==> src/design/b64_pkg.sv <==
package b64_pkg;

   localparam logic [7:0] PAD_CHAR   = 8'd61;  // '='
   localparam logic [7:0] PLUS_CHAR  = 8'd43;  // '+'
   localparam logic [7:0] SLASH_CHAR = 8'd47;  // '/'
   localparam int         SEXTET_W   = 6;
   localparam int         MAX_WORDS  = 4;

   localparam logic DIR_ENCODE = 1'b0;
   localparam logic DIR_DECODE = 1'b1;

   typedef struct packed {
      logic [7:0] in_byte;
      logic       last_in;
   } req_type;

   typedef struct packed {
      logic [7:0] out_byte;
      logic       last_out;
      logic       empty_res;
      logic       bad_char;
   } rsp_type;

   typedef struct packed {
      logic [SEXTET_W-1:0] leftover_bits;
      logic [1:0]          group_phase;
      logic                pad_seen;
   } state_type;

   typedef struct packed {
      state_type                   nxt;
      rsp_type [MAX_WORDS-1:0]     words;
      logic [2:0]                  count;
   } step_type;

   // 6-bit value to alphabet character
   function automatic logic [7:0] sym_of(input logic [SEXTET_W-1:0] v);
      logic [7:0] ch;
      if (v < 6'd26)      ch = {2'b00, v} + 8'd65;
      else if (v < 6'd52) ch = {2'b00, v} + 8'd71;
      else if (v < 6'd62) ch = {2'b00, v} - 8'd4;
      else if (v == 6'd62) ch = PLUS_CHAR;
      else                ch = SLASH_CHAR;
      return ch;
   endfunction

   // character to {invalid, 6-bit value}
   function automatic logic [SEXTET_W:0] val_of(input logic [7:0] c);
      logic [7:0] d;
      logic [SEXTET_W:0] r;
      d = 8'd0;
      r = {1'b1, 6'd0};
      if (c >= 8'd65 && c <= 8'd90) begin
         d = c - 8'd65;
         r = {1'b0, d[5:0]};
      end else if (c >= 8'd97 && c <= 8'd122) begin
         d = c - 8'd71;
         r = {1'b0, d[5:0]};
      end else if (c >= 8'd48 && c <= 8'd57) begin
         d = c + 8'd4;
         r = {1'b0, d[5:0]};
      end else if (c == PLUS_CHAR) begin
         r = {1'b0, 6'd62};
      end else if (c == SLASH_CHAR) begin
         r = {1'b0, 6'd63};
      end
      return r;
   endfunction

endpackage

==> src/design/base64_codec.sv <==
// base64_codec: streaming base64 encoder/decoder, direction set by register 0.
// A word goes from the input register to the group buffer, then the output register.
// Throughput: one input word per cycle when it yields at most one result and the
// result channel is not stalled; the result channel moves one word per cycle.
// Reset (synchronous, active high) clears all pipeline valids, the run state and
// sets direction to encode.
module base64_codec (
   input  logic             clock,
   input  logic             reset,
   input  logic             req_valid,
   output logic             req_stall,
   input  b64_pkg::req_type req_word,
   output logic             rsp_valid,
   input  logic             rsp_stall,
   output b64_pkg::rsp_type rsp_word,
   input  logic             psel,
   input  logic             penable,
   input  logic             pwrite,
   input  logic [2:0]       paddr,
   input  logic [31:0]      pwdata,
   output logic [31:0]      prdata,
   output logic             pready
);
   import b64_pkg::*;

   // input register
   logic      in_valid_ff, in_valid_in;
   req_type   in_word_ff, in_word_in;

   // run state and direction register
   state_type st_ff, st_in;
   logic      dir_ff, dir_in;

   // group buffer: up to four result words, head at index 0
   rsp_type [MAX_WORDS-1:0] grp_ff, grp_in;
   logic [2:0]              grp_cnt_ff, grp_cnt_in;

   // output register
   logic      rsp_valid_ff, rsp_valid_in;
   rsp_type   rsp_word_ff, rsp_word_in;

   step_type  step;
   logic      out_load, grp_pop, grp_load, in_load, cfg_wr;

   b64_step u_step (
      .dir  (dir_ff),
      .st   (st_ff),
      .item (in_word_ff),
      .res  (step)
   );

   // output register takes a word whenever it is empty or being drained
   assign out_load = !rsp_valid_ff || !rsp_stall;
   assign grp_pop  = out_load && (grp_cnt_ff != 3'd0);
   // group buffer refills once its last word leaves
   assign grp_load = in_valid_ff &&
                     ((grp_cnt_ff == 3'd0) || ((grp_cnt_ff == 3'd1) && grp_pop));
   assign in_load  = !in_valid_ff || grp_load;
   assign req_stall = !in_load;

   assign rsp_valid = rsp_valid_ff;
   assign rsp_word  = rsp_word_ff;

   // APB: addresses 0 to 3 (paddr[2] low) all map to register 0 (direction); writes elsewhere are ignored
   assign pready = 1'b1;
   assign cfg_wr = psel && penable && pwrite && (paddr[2] == 1'b0);
   assign prdata = (paddr[2] == 1'b0) ? {31'd0, dir_ff} : 32'd0;

   always_comb begin
      in_valid_in = in_valid_ff;
      in_word_in  = in_word_ff;
      if (in_load) begin
         in_valid_in = req_valid;
         in_word_in  = req_word;
      end
   end

   always_comb begin
      st_in  = st_ff;
      dir_in = dir_ff;
      if (cfg_wr) begin
         // any direction write starts a fresh run
         dir_in = pwdata[0];
         st_in  = '0;
      end else if (grp_load) begin
         st_in = step.nxt;
      end
   end

   always_comb begin
      grp_in     = grp_ff;
      grp_cnt_in = grp_cnt_ff;
      if (grp_load) begin
         grp_in     = step.words;
         grp_cnt_in = step.count;
      end else if (grp_pop) begin
         for (int k = 0; k < MAX_WORDS - 1; k++) begin
            grp_in[k] = grp_ff[k + 1];
         end
         grp_in[MAX_WORDS-1] = '0;
         grp_cnt_in = grp_cnt_ff - 3'd1;
      end
   end

   always_comb begin
      rsp_valid_in = rsp_valid_ff;
      rsp_word_in  = rsp_word_ff;
      if (out_load) begin
         rsp_valid_in = (grp_cnt_ff != 3'd0);
         rsp_word_in  = grp_ff[0];
      end
   end

   always_ff @(posedge clock) begin
      if (reset) begin
         in_valid_ff  <= 1'b0;
         st_ff        <= '0;
         dir_ff       <= DIR_ENCODE;
         grp_cnt_ff   <= 3'd0;
         rsp_valid_ff <= 1'b0;
      end else begin
         in_valid_ff  <= in_valid_in;
         st_ff        <= st_in;
         dir_ff       <= dir_in;
         grp_cnt_ff   <= grp_cnt_in;
         rsp_valid_ff <= rsp_valid_in;
      end
   end

   // payload registers
   always_ff @(posedge clock) begin
      in_word_ff  <= in_word_in;
      grp_ff      <= grp_in;
      rsp_word_ff <= rsp_word_in;
   end

endmodule

==> src/design/b64_step.sv <==
module b64_step (
   input  logic               dir,
   input  b64_pkg::state_type st,
   input  b64_pkg::req_type   item,
   output b64_pkg::step_type  res
);
   import b64_pkg::*;

   logic [7:0]          b;
   logic [SEXTET_W:0]   vv;
   logic [SEXTET_W-1:0] v;
   logic                bad;
   logic                have;
   logic [2:0]          n;

   assign b = item.in_byte;

   always_comb begin
      res  = '0;
      res.nxt = st;
      vv   = val_of(b);
      v    = vv[SEXTET_W] ? '0 : vv[SEXTET_W-1:0];
      bad  = 1'b0;
      have = 1'b0;
      n    = 3'd0;
      if (dir == DIR_ENCODE) begin
         case (st.group_phase)
            2'd0: begin
               res.words[0].out_byte = sym_of(b[7:2]);
               res.nxt.leftover_bits = {b[1:0], 4'b0000};
               res.nxt.group_phase   = 2'd1;
               n = 3'd1;
            end
            2'd1: begin
               res.words[0].out_byte = sym_of(st.leftover_bits | {2'b00, b[7:4]});
               res.nxt.leftover_bits = {b[3:0], 2'b00};
               res.nxt.group_phase   = 2'd2;
               n = 3'd1;
            end
            default: begin
               res.words[0].out_byte = sym_of(st.leftover_bits | {4'b0000, b[7:6]});
               res.words[1].out_byte = sym_of(b[5:0]);
               res.nxt.leftover_bits = '0;
               res.nxt.group_phase   = 2'd0;
               n = 3'd2;
            end
         endcase
         if (item.last_in) begin
            // flush the partial group and pad out to four characters
            if (res.nxt.group_phase == 2'd1) begin
               res.words[1].out_byte = sym_of(res.nxt.leftover_bits);
               res.words[2].out_byte = PAD_CHAR;
               res.words[3].out_byte = PAD_CHAR;
               n = 3'd4;
            end else if (res.nxt.group_phase == 2'd2) begin
               res.words[1].out_byte = sym_of(res.nxt.leftover_bits);
               res.words[2].out_byte = PAD_CHAR;
               n = 3'd3;
            end
            res.nxt = '0;
         end
         for (int k = 0; k < MAX_WORDS; k++) begin
            res.words[k].last_out = item.last_in && (3'(k) == n - 3'd1);
         end
      end else begin
         if (!st.pad_seen) begin
            if (b == PAD_CHAR) begin
               res.nxt.pad_seen = 1'b1;
            end else begin
               bad = vv[SEXTET_W];
               case (st.group_phase)
                  2'd0: begin
                     res.nxt.leftover_bits = v;
                     res.nxt.group_phase   = 2'd1;
                  end
                  2'd1: begin
                     res.words[0].out_byte = {st.leftover_bits, v[5:4]};
                     res.nxt.leftover_bits = {2'b00, v[3:0]};
                     res.nxt.group_phase   = 2'd2;
                     have = 1'b1;
                  end
                  2'd2: begin
                     res.words[0].out_byte = {st.leftover_bits[3:0], v[5:2]};
                     res.nxt.leftover_bits = {4'b0000, v[1:0]};
                     res.nxt.group_phase   = 2'd3;
                     have = 1'b1;
                  end
                  default: begin
                     res.words[0].out_byte = {st.leftover_bits[1:0], v};
                     res.nxt.leftover_bits = '0;
                     res.nxt.group_phase   = 2'd0;
                     have = 1'b1;
                  end
               endcase
            end
         end
         if (item.last_in) begin
            res.nxt = '0;
         end
         res.words[0].bad_char  = bad;
         res.words[0].last_out  = item.last_in;
         res.words[0].empty_res = !have;
         n = (have || item.last_in) ? 3'd1 : 3'd0;
      end
      res.count = n;
   end

endmodule
==> config.mk <==
export PLATFORM = sky130hd
export DESIGN_NAME = base64_codec
export DESIGN_NICKNAME = d
export VERILOG_FILES = /design/src/design/b64_pkg.sv /design/src/design/base64_codec.sv /design/src/design/b64_step.sv
export SDC_FILE = /design/constraint.sdc
export NUM_CORES = 1
export LEC_CHECK = 0
export ABC_CLOCK_PERIOD_IN_PS = 9360
export BUFFER_PORTS_ARGS = -buffer_cell sky130_fd_sc_hd__buf_2
export CORE_MARGIN = 1
export CORE_UTILIZATION = 30
export CTS_BUF_LIST = sky130_fd_sc_hd__clkbuf_16
export DETAILED_ROUTE_END_ITERATION = 8
export HOLD_SLACK_MARGIN = 0.08
export PLACE_DENSITY = 0.52
export SLEW_MARGIN = 20
export SYNTH_ARGS = -nofsm -noshare
export SYNTH_HDL_FRONTEND = slang
export SYNTH_SLANG_ARGS = --single-unit
==> constraint.sdc <==
create_clock -name clock -period 9.36 [get_ports clock]
set_clock_uncertainty 0.2 [all_clocks]
set_input_delay 1.872 -clock clock [delete_from_list [all_inputs] [get_ports clock]]
set_output_delay 1.872 -clock clock [all_outputs]
set_load 0.02 [all_outputs]
==> results of run 1 <==
-- worst paths after layout --
check / start / endpoint / slack [ps] / depth (start not counted)
setup / recovery: rsp_stall / req_stall / 4320 / 7
hold / removal: grp_ff[3]$_DFFE_PP_ / rsp_word[3]$_DFFE_PN_ / 220 / 0
setup reg to reg: in_word_ff[3]$_DFFE_PN_ / grp_ff[6]$_DFFE_PP_ / 5350 / 9
hold reg to reg: grp_ff[3]$_DFFE_PP_ / rsp_word[3]$_DFFE_PN_ / 220 / 0
-- sequential cells by signal, summed over array words and instances (netlist names) --
name,cells
rsp_word,11
in_word_ff,9
grp_ff,24
dir_ff,1
rsp_valid,1
in_valid_ff,1
grp_cnt_ff,3
st_ff,9
-- logic make-up (layout without fill, tap and decap cells) --
group	after synthesis	after routing
simple gates	205	205
fa+ha+maj	38	38
xor+xnor	10	10
buf+inv	108	87
mux	2	2
compound gates	213	213
flops	59	59
other cells	2	32
-- through the flow --
stage,hold slack [ps],setup WS [ps],power [mW]
after floorplan,200.3,4624,0.9765
after global placement,202.8,4368,1.156
after detailed placement,205.6,4361,1.162
after CTS,217.3,4349,1.470
after global routing,226.4,4211,1.569
final,215.3,4324,1.470
-- report_power, final --
group	leakage (nW)	total [mW]	internal, mW	switching [mW]
logic	1.51	0.663	0.217	0.446
registers	0.577	0.506	0.432	0.0739
clock network	0.129	0.301	0.178	0.123
total	2.22	1.47	0.826	0.644
-- area by class of cell --
type | instances | area [um2]
fill | 1794 | 11160
multi-input combinational | 500 | 3173
sequential | 59 | 1622
tap | 220 | 275.3
clock buffer | 9 | 225.2
timing repair buffer | 35 | 185.2
inverter | 36 | 135.1
clock inverter | 7 | 45.04
-- worst register-to-register path: cells and delay by family (launching register included) --
kind                       cells  cell delay [ps]
adders and majority gates      1              300
DFF                            1              720
buffers and inverters          1              360
and+or+nand+nor                1              290
AOI/OAI and AO/OA              6             1900
-- layer usage --
metal  share of wire, %  track usage, %
met4                2.4           7.303
met2                 46           27.37
met1                 45           23.65
met3                6.2           3.175
met5                  0               0
-- cells in the final DEF, fill, tap and decap left out, types with 6 or more instances in the layout --
cell | Yosys | final
conb_1 | 2 | 32
edfxtp_1 | 44 | 44
nor2b_1 | 7 | 7
xnor2_1 | 8 | 8
a211oi_1 | 14 | 14
o211ai_1 | 12 | 12
or2_2 | 8 | 8
nand4_1 | 6 | 6
nor2_1 | 48 | 48
buf_2 | 2 | 31
o21ai_0 | 40 | 40
o221ai_1 | 8 | 8
nor3_1 | 21 | 21
ha_1 | 38 | 38
nand2_1 | 64 | 64
o31ai_1 | 7 | 7
nand3_1 | 20 | 20
a21o_1 | 8 | 8
inv_1 | 36 | 37
nand2b_1 | 7 | 7
a31oi_1 | 11 | 11
a221oi_1 | 11 | 11
clkbuf_16 | 0 | 9
dfxtp_1 | 15 | 15
a21oi_1 | 41 | 41
==> results.tsv, run 1 <==
metric	value	unit
synthCells	637	
fin_tns_setup	0	ps
synth_compound_area_share	28.26	%
antenna_cells	0	
fin_nets	730	
p_leak	2.220	nW
grt_pass1_wl	24460	um
hold_viol	0	
synth_top_area_share	25.27	%
synth_area_leaders	edfxtp_1 (25%), ha_1 (9.1%), dfxtp_1 (5.7%)	
cp_slowest_cell	a21boi_0	
clk_latency	340	ps
htreeDepth	3	
synth.most_common_cell	nand2_1	
fmax	0.1986	GHz
grt_overflow_total	0	
max-slew-margin-rel	30.77	%
vias_per_cell	5.607	
post_cts_resized	0	
fin_crit_sh	53.80	%
drtAntennaViolNets	0	
cts_root_buf	clkbuf_16	
slowest_delay	310	ps
grt_max_degree	27	
setup.worst_path.class	in2out	
chipHeight	134.0	um
crit_fanout	11	
drv_cap	0	
clockBufferDepth	2	
synth_enable_flop_cells	44	
syn_avg_cell_area	8.208	um2
initial_core_util	31.09	%
min_path_type	reg2reg	
ioPinCount	97	
setup_violations	0	
synth_cell_types	69	
dr_total_vias	4856	
cts_setup_buffers	0	
synth_top_family_by_area	compound AO/OA/AOI/OAI gates	
start_kind	input pin	
die_area	17960	um2
synth_common_cells	nand2_1 (64), nor2_1 (48), edfxtp_1 (44)	
seq_area_frac_synth	31.01	%
numCtsBuffers	9	
async_flop_share	0	%
clk_pin_slew	50	ps
coreArea	16820	um2
grt_pass1_vias	4513	
worst_pin_slew	1036	ps
tritoncts	yes	
synth_area_leader_cell	edfxtp_1	
antenna_found_initial	0	
powerDensity	259.7	nW/um2
drive_gt1_share	10.06	%
path_cells	buf_2 -> a21boi_0 -> o21ai_0 -> nand2_1 -> buf_4 -> inv_1 -> buf_2	
gp_congestion	0.9315	
ys.flop_type	edfxtp_1	
dp.cells	850	
slew_viol_final	0	
hold_buffers	0	
synthAdderAreaFrac	9.093	%
yosys.area_share.simple	18.98	%
synthMuxAreaShare	0.3829	%
fin_crit	5036	ps
fin_util	33.66	%
syn2layout_area_growth	8.256	%
rsz0062_at_grt	no	
place_area	5390	um2
synth_area	5229	um2
path_buf_inv	4	
ys_ff_latch	59	
ir_worst_vdd	0.1488	mV
cp.arrival	2960	ps
drt_wl_total	15490	um
final_cells	866	
track_usage	17.51	%
crit_family	buffers and inverters	
dpl.hpwl	11300	um
rows	47	
drc	0	
yosys_warnings	0	
clock-sinks	59	
status	finished, final reports clean	
crit_path_end_kind	output port	
portBuffers	31	
cp.required	7290	ps
crit_top_cell	buf_2	
fin_area	5660	um2
first_iter_violations	459	
dr.pass1.iters	6	
avgRoutedWirePerCell	17.88	um
dieWidth	134.0	um
synth-xor-area-share	1.675	%
(Power assumes the default switching activity.)
==> inputs of run 2 (changes only) <==
--- a/config.mk
+++ b/config.mk
@@ -5,14 +5,14 @@
 export SDC_FILE = /design/constraint.sdc
 export NUM_CORES = 1
 export LEC_CHECK = 0
-export ABC_CLOCK_PERIOD_IN_PS = 9360
+export ABC_CLOCK_PERIOD_IN_PS = 4300
 export BUFFER_PORTS_ARGS = -buffer_cell sky130_fd_sc_hd__buf_2
 export CORE_MARGIN = 1
 export CORE_UTILIZATION = 30
 export CTS_BUF_LIST = sky130_fd_sc_hd__clkbuf_16
 export DETAILED_ROUTE_END_ITERATION = 8
 export HOLD_SLACK_MARGIN = 0.08
-export PLACE_DENSITY = 0.52
+export PLACE_DENSITY = 0.54
 export SLEW_MARGIN = 20
 export SYNTH_ARGS = -nofsm -noshare
 export SYNTH_HDL_FRONTEND = slang
==> constraint.sdc (replaced) <==
create_clock -name clock -period 4.3 [get_ports clock]
set_clock_uncertainty 0.2 [all_clocks]
set_input_delay 0.86 -clock clock [delete_from_list [all_inputs] [get_ports clock]]
set_output_delay 0.86 -clock clock [all_outputs]
set_load 0.02 [all_outputs]
==> run 2 against run 1 <==
Clock power is 120% higher. Flip-flop and latch count did not move. Setup slack worse by 3700 ps. Wire length is 2.2% higher. Critical path depth grew 2. Sequential power increased by 110%. Sequential share of layout area decreased by 0.45 points. Largest power group unchanged.
==> results.tsv, run 2 (synthesis results as in run 1) <==
metric	value	unit
chipHeight	134.0	um
grt_pass1_wl	25210	um
avgRoutedWirePerCell	18.03	um
drtAntennaViolNets	0	
post_cts_resized	0	
max-slew-margin-rel	41.47	%
fin_tns_setup	0	ps
p_clk_share	20.3	%
clk_latency	340	ps
fmax	0.2686	GHz
tritoncts	yes	
worst_pin_slew	877.9	ps
grt_pass1_vias	4617	
dieWidth	134.0	um
grtUsageMet3	2.797	%
rows	47	
final_cells	878	
ir_worst_vdd	0.2064	mV
rsz0062_at_grt	no	
clk_pin_slew	60	ps
slew_viol_final	0	
clock-sinks	59	
ioPinCount	97	
coreArea	16820	um2
switching_share	43.55	%
numCtsBuffers	9	
vias_per_cell	5.628	
final_common_cell	nand2_1	
dr.pass1.iters	6	
p_int	1.828	mW
cts_setup_buffers	0	
powerDensity	563.2	nW/um2
crit_path_end_kind	flop	
hold_viol	0	
grt_overflow_total	0	
drc	0	
htreeDepth	3	
rr_startpoint	in_word_ff[4]$_DFFE_PN_	
crit_start	in_word_ff[4]$_DFFE_PN_	
fin_crit	3723	ps
nFillCells	1806	
cts_root_buf	clkbuf_16	
hp-start	grp_ff[3]$_DFFE_PP_	
grt_use_met2	28.73	%
dp.cells	862	
regMostFlops	grp_ff	
clockBufferDepth	2	
pwr-share-seq	32.3	%
die_area	17960	um2
antenna_found_initial	0	
timing.hold.ws	214.1	ps
antenna_cells	0	
setup.worst_path.class	reg2reg	
min_path_type	reg2reg	
p_comb_share	47.4	%
dpl.hpwl	11800	um
most-common-layout-cells	nand2_1 (64), nor2_1 (48), edfxtp_1 (44)	
track_usage	17.96	%
busiest_layer	met2	
fin_util	34.19	%
drt_wl_total	15830	um
status	finished, final reports clean	
hold_buffers	0	
grt_max_degree	27	
largest_reg_flops	24	
cp.required	4170	ps
cp.arrival	3590	ps
fin_nets	742	
drive_gt1_share	11.70	%
p_switching	1.411	mW
crit_fanout	10	
first_iter_violations	428	
syn2layout_area_growth	9.979	%
power	3.239	mW
gp_congestion	0.9316	
fin_crit_sh	86.58	%
initial_core_util	31.09	%
drv_cap	0	
met1_usage	24.06	%
portBuffers	31	
start_kind	flop	
setup_violations	0	
p_leak	2.278	nW
dr_total_vias	4941	
==> run 2: changes by cell type in the layout (fill, tap and decap cells not counted), sizes merged <==
| cell | change |
|---|---|
| buf | +12 |
==> run 2: final cells by class <==
cell class | instances | area (um2) | share of cell area (%)
Multi-Input combinational cell | 500 | 3173 | 55.18
Timing Repair Buffer | 47 | 275.3 | 4.787
Clock buffer | 9 | 225.2 | 3.916
Sequential cell | 59 | 1622 | 28.20
Inverter | 36 | 135.1 | 2.350
Tap cell | 220 | 275.3 | 4.787
Clock inverter | 7 | 45.04 | 0.7833
==> run 2: metal layers <==
metal  share of wire [%]  routed length, um  vias to the layer above
met4                 2.5                389                        0
met3                 6.4               1020                       34
met5                   0                  0                        -
li1                    -                  -                     2336
met2                  47               7371                      217
met1                  45               7050                     2354
==> run 2: worst paths after layout <==
path,endpoint,slack (ps),cells past startpoint
max,grp_ff[3]$_DFFE_PP_,580,9
min,rsp_word[3]$_DFFE_PN_,210,0
max reg2reg,grp_ff[3]$_DFFE_PP_,580,9
min reg2reg,rsp_word[3]$_DFFE_PN_,210,0
==> run 2: power groups by stage <==
stage,Clock [mW],Combinational [mW],Sequential [mW]
floorplan,0,1.03,1.09
global placement,0,1.49,1.05
detailed placement,0,1.52,1.06
CTS,0.675,1.52,1.05
global route,0.702,1.68,1.07
finish,0.656,1.54,1.05
==> run 2: per-stage QoR <==
step                      setup slack [ps]  area (um2)
final                                576.9        5751
after global routing                 410.9        5751
after CTS                            701.0        5751
after detailed placement             717.2        5480
after global placement               799.1        5480
after floorplan                       1267        5341
==> run 2: worst max-delay path, cell delays in order, from the launching register on <==
cell	delay, ps
edfxtp_1	520
inv_1	310
ha_1	430
nand2_1	100
a211oi_1	390
a211o_1	390
or3_1	180
nand4_2	180
a221o_1	390
a221o_1	350
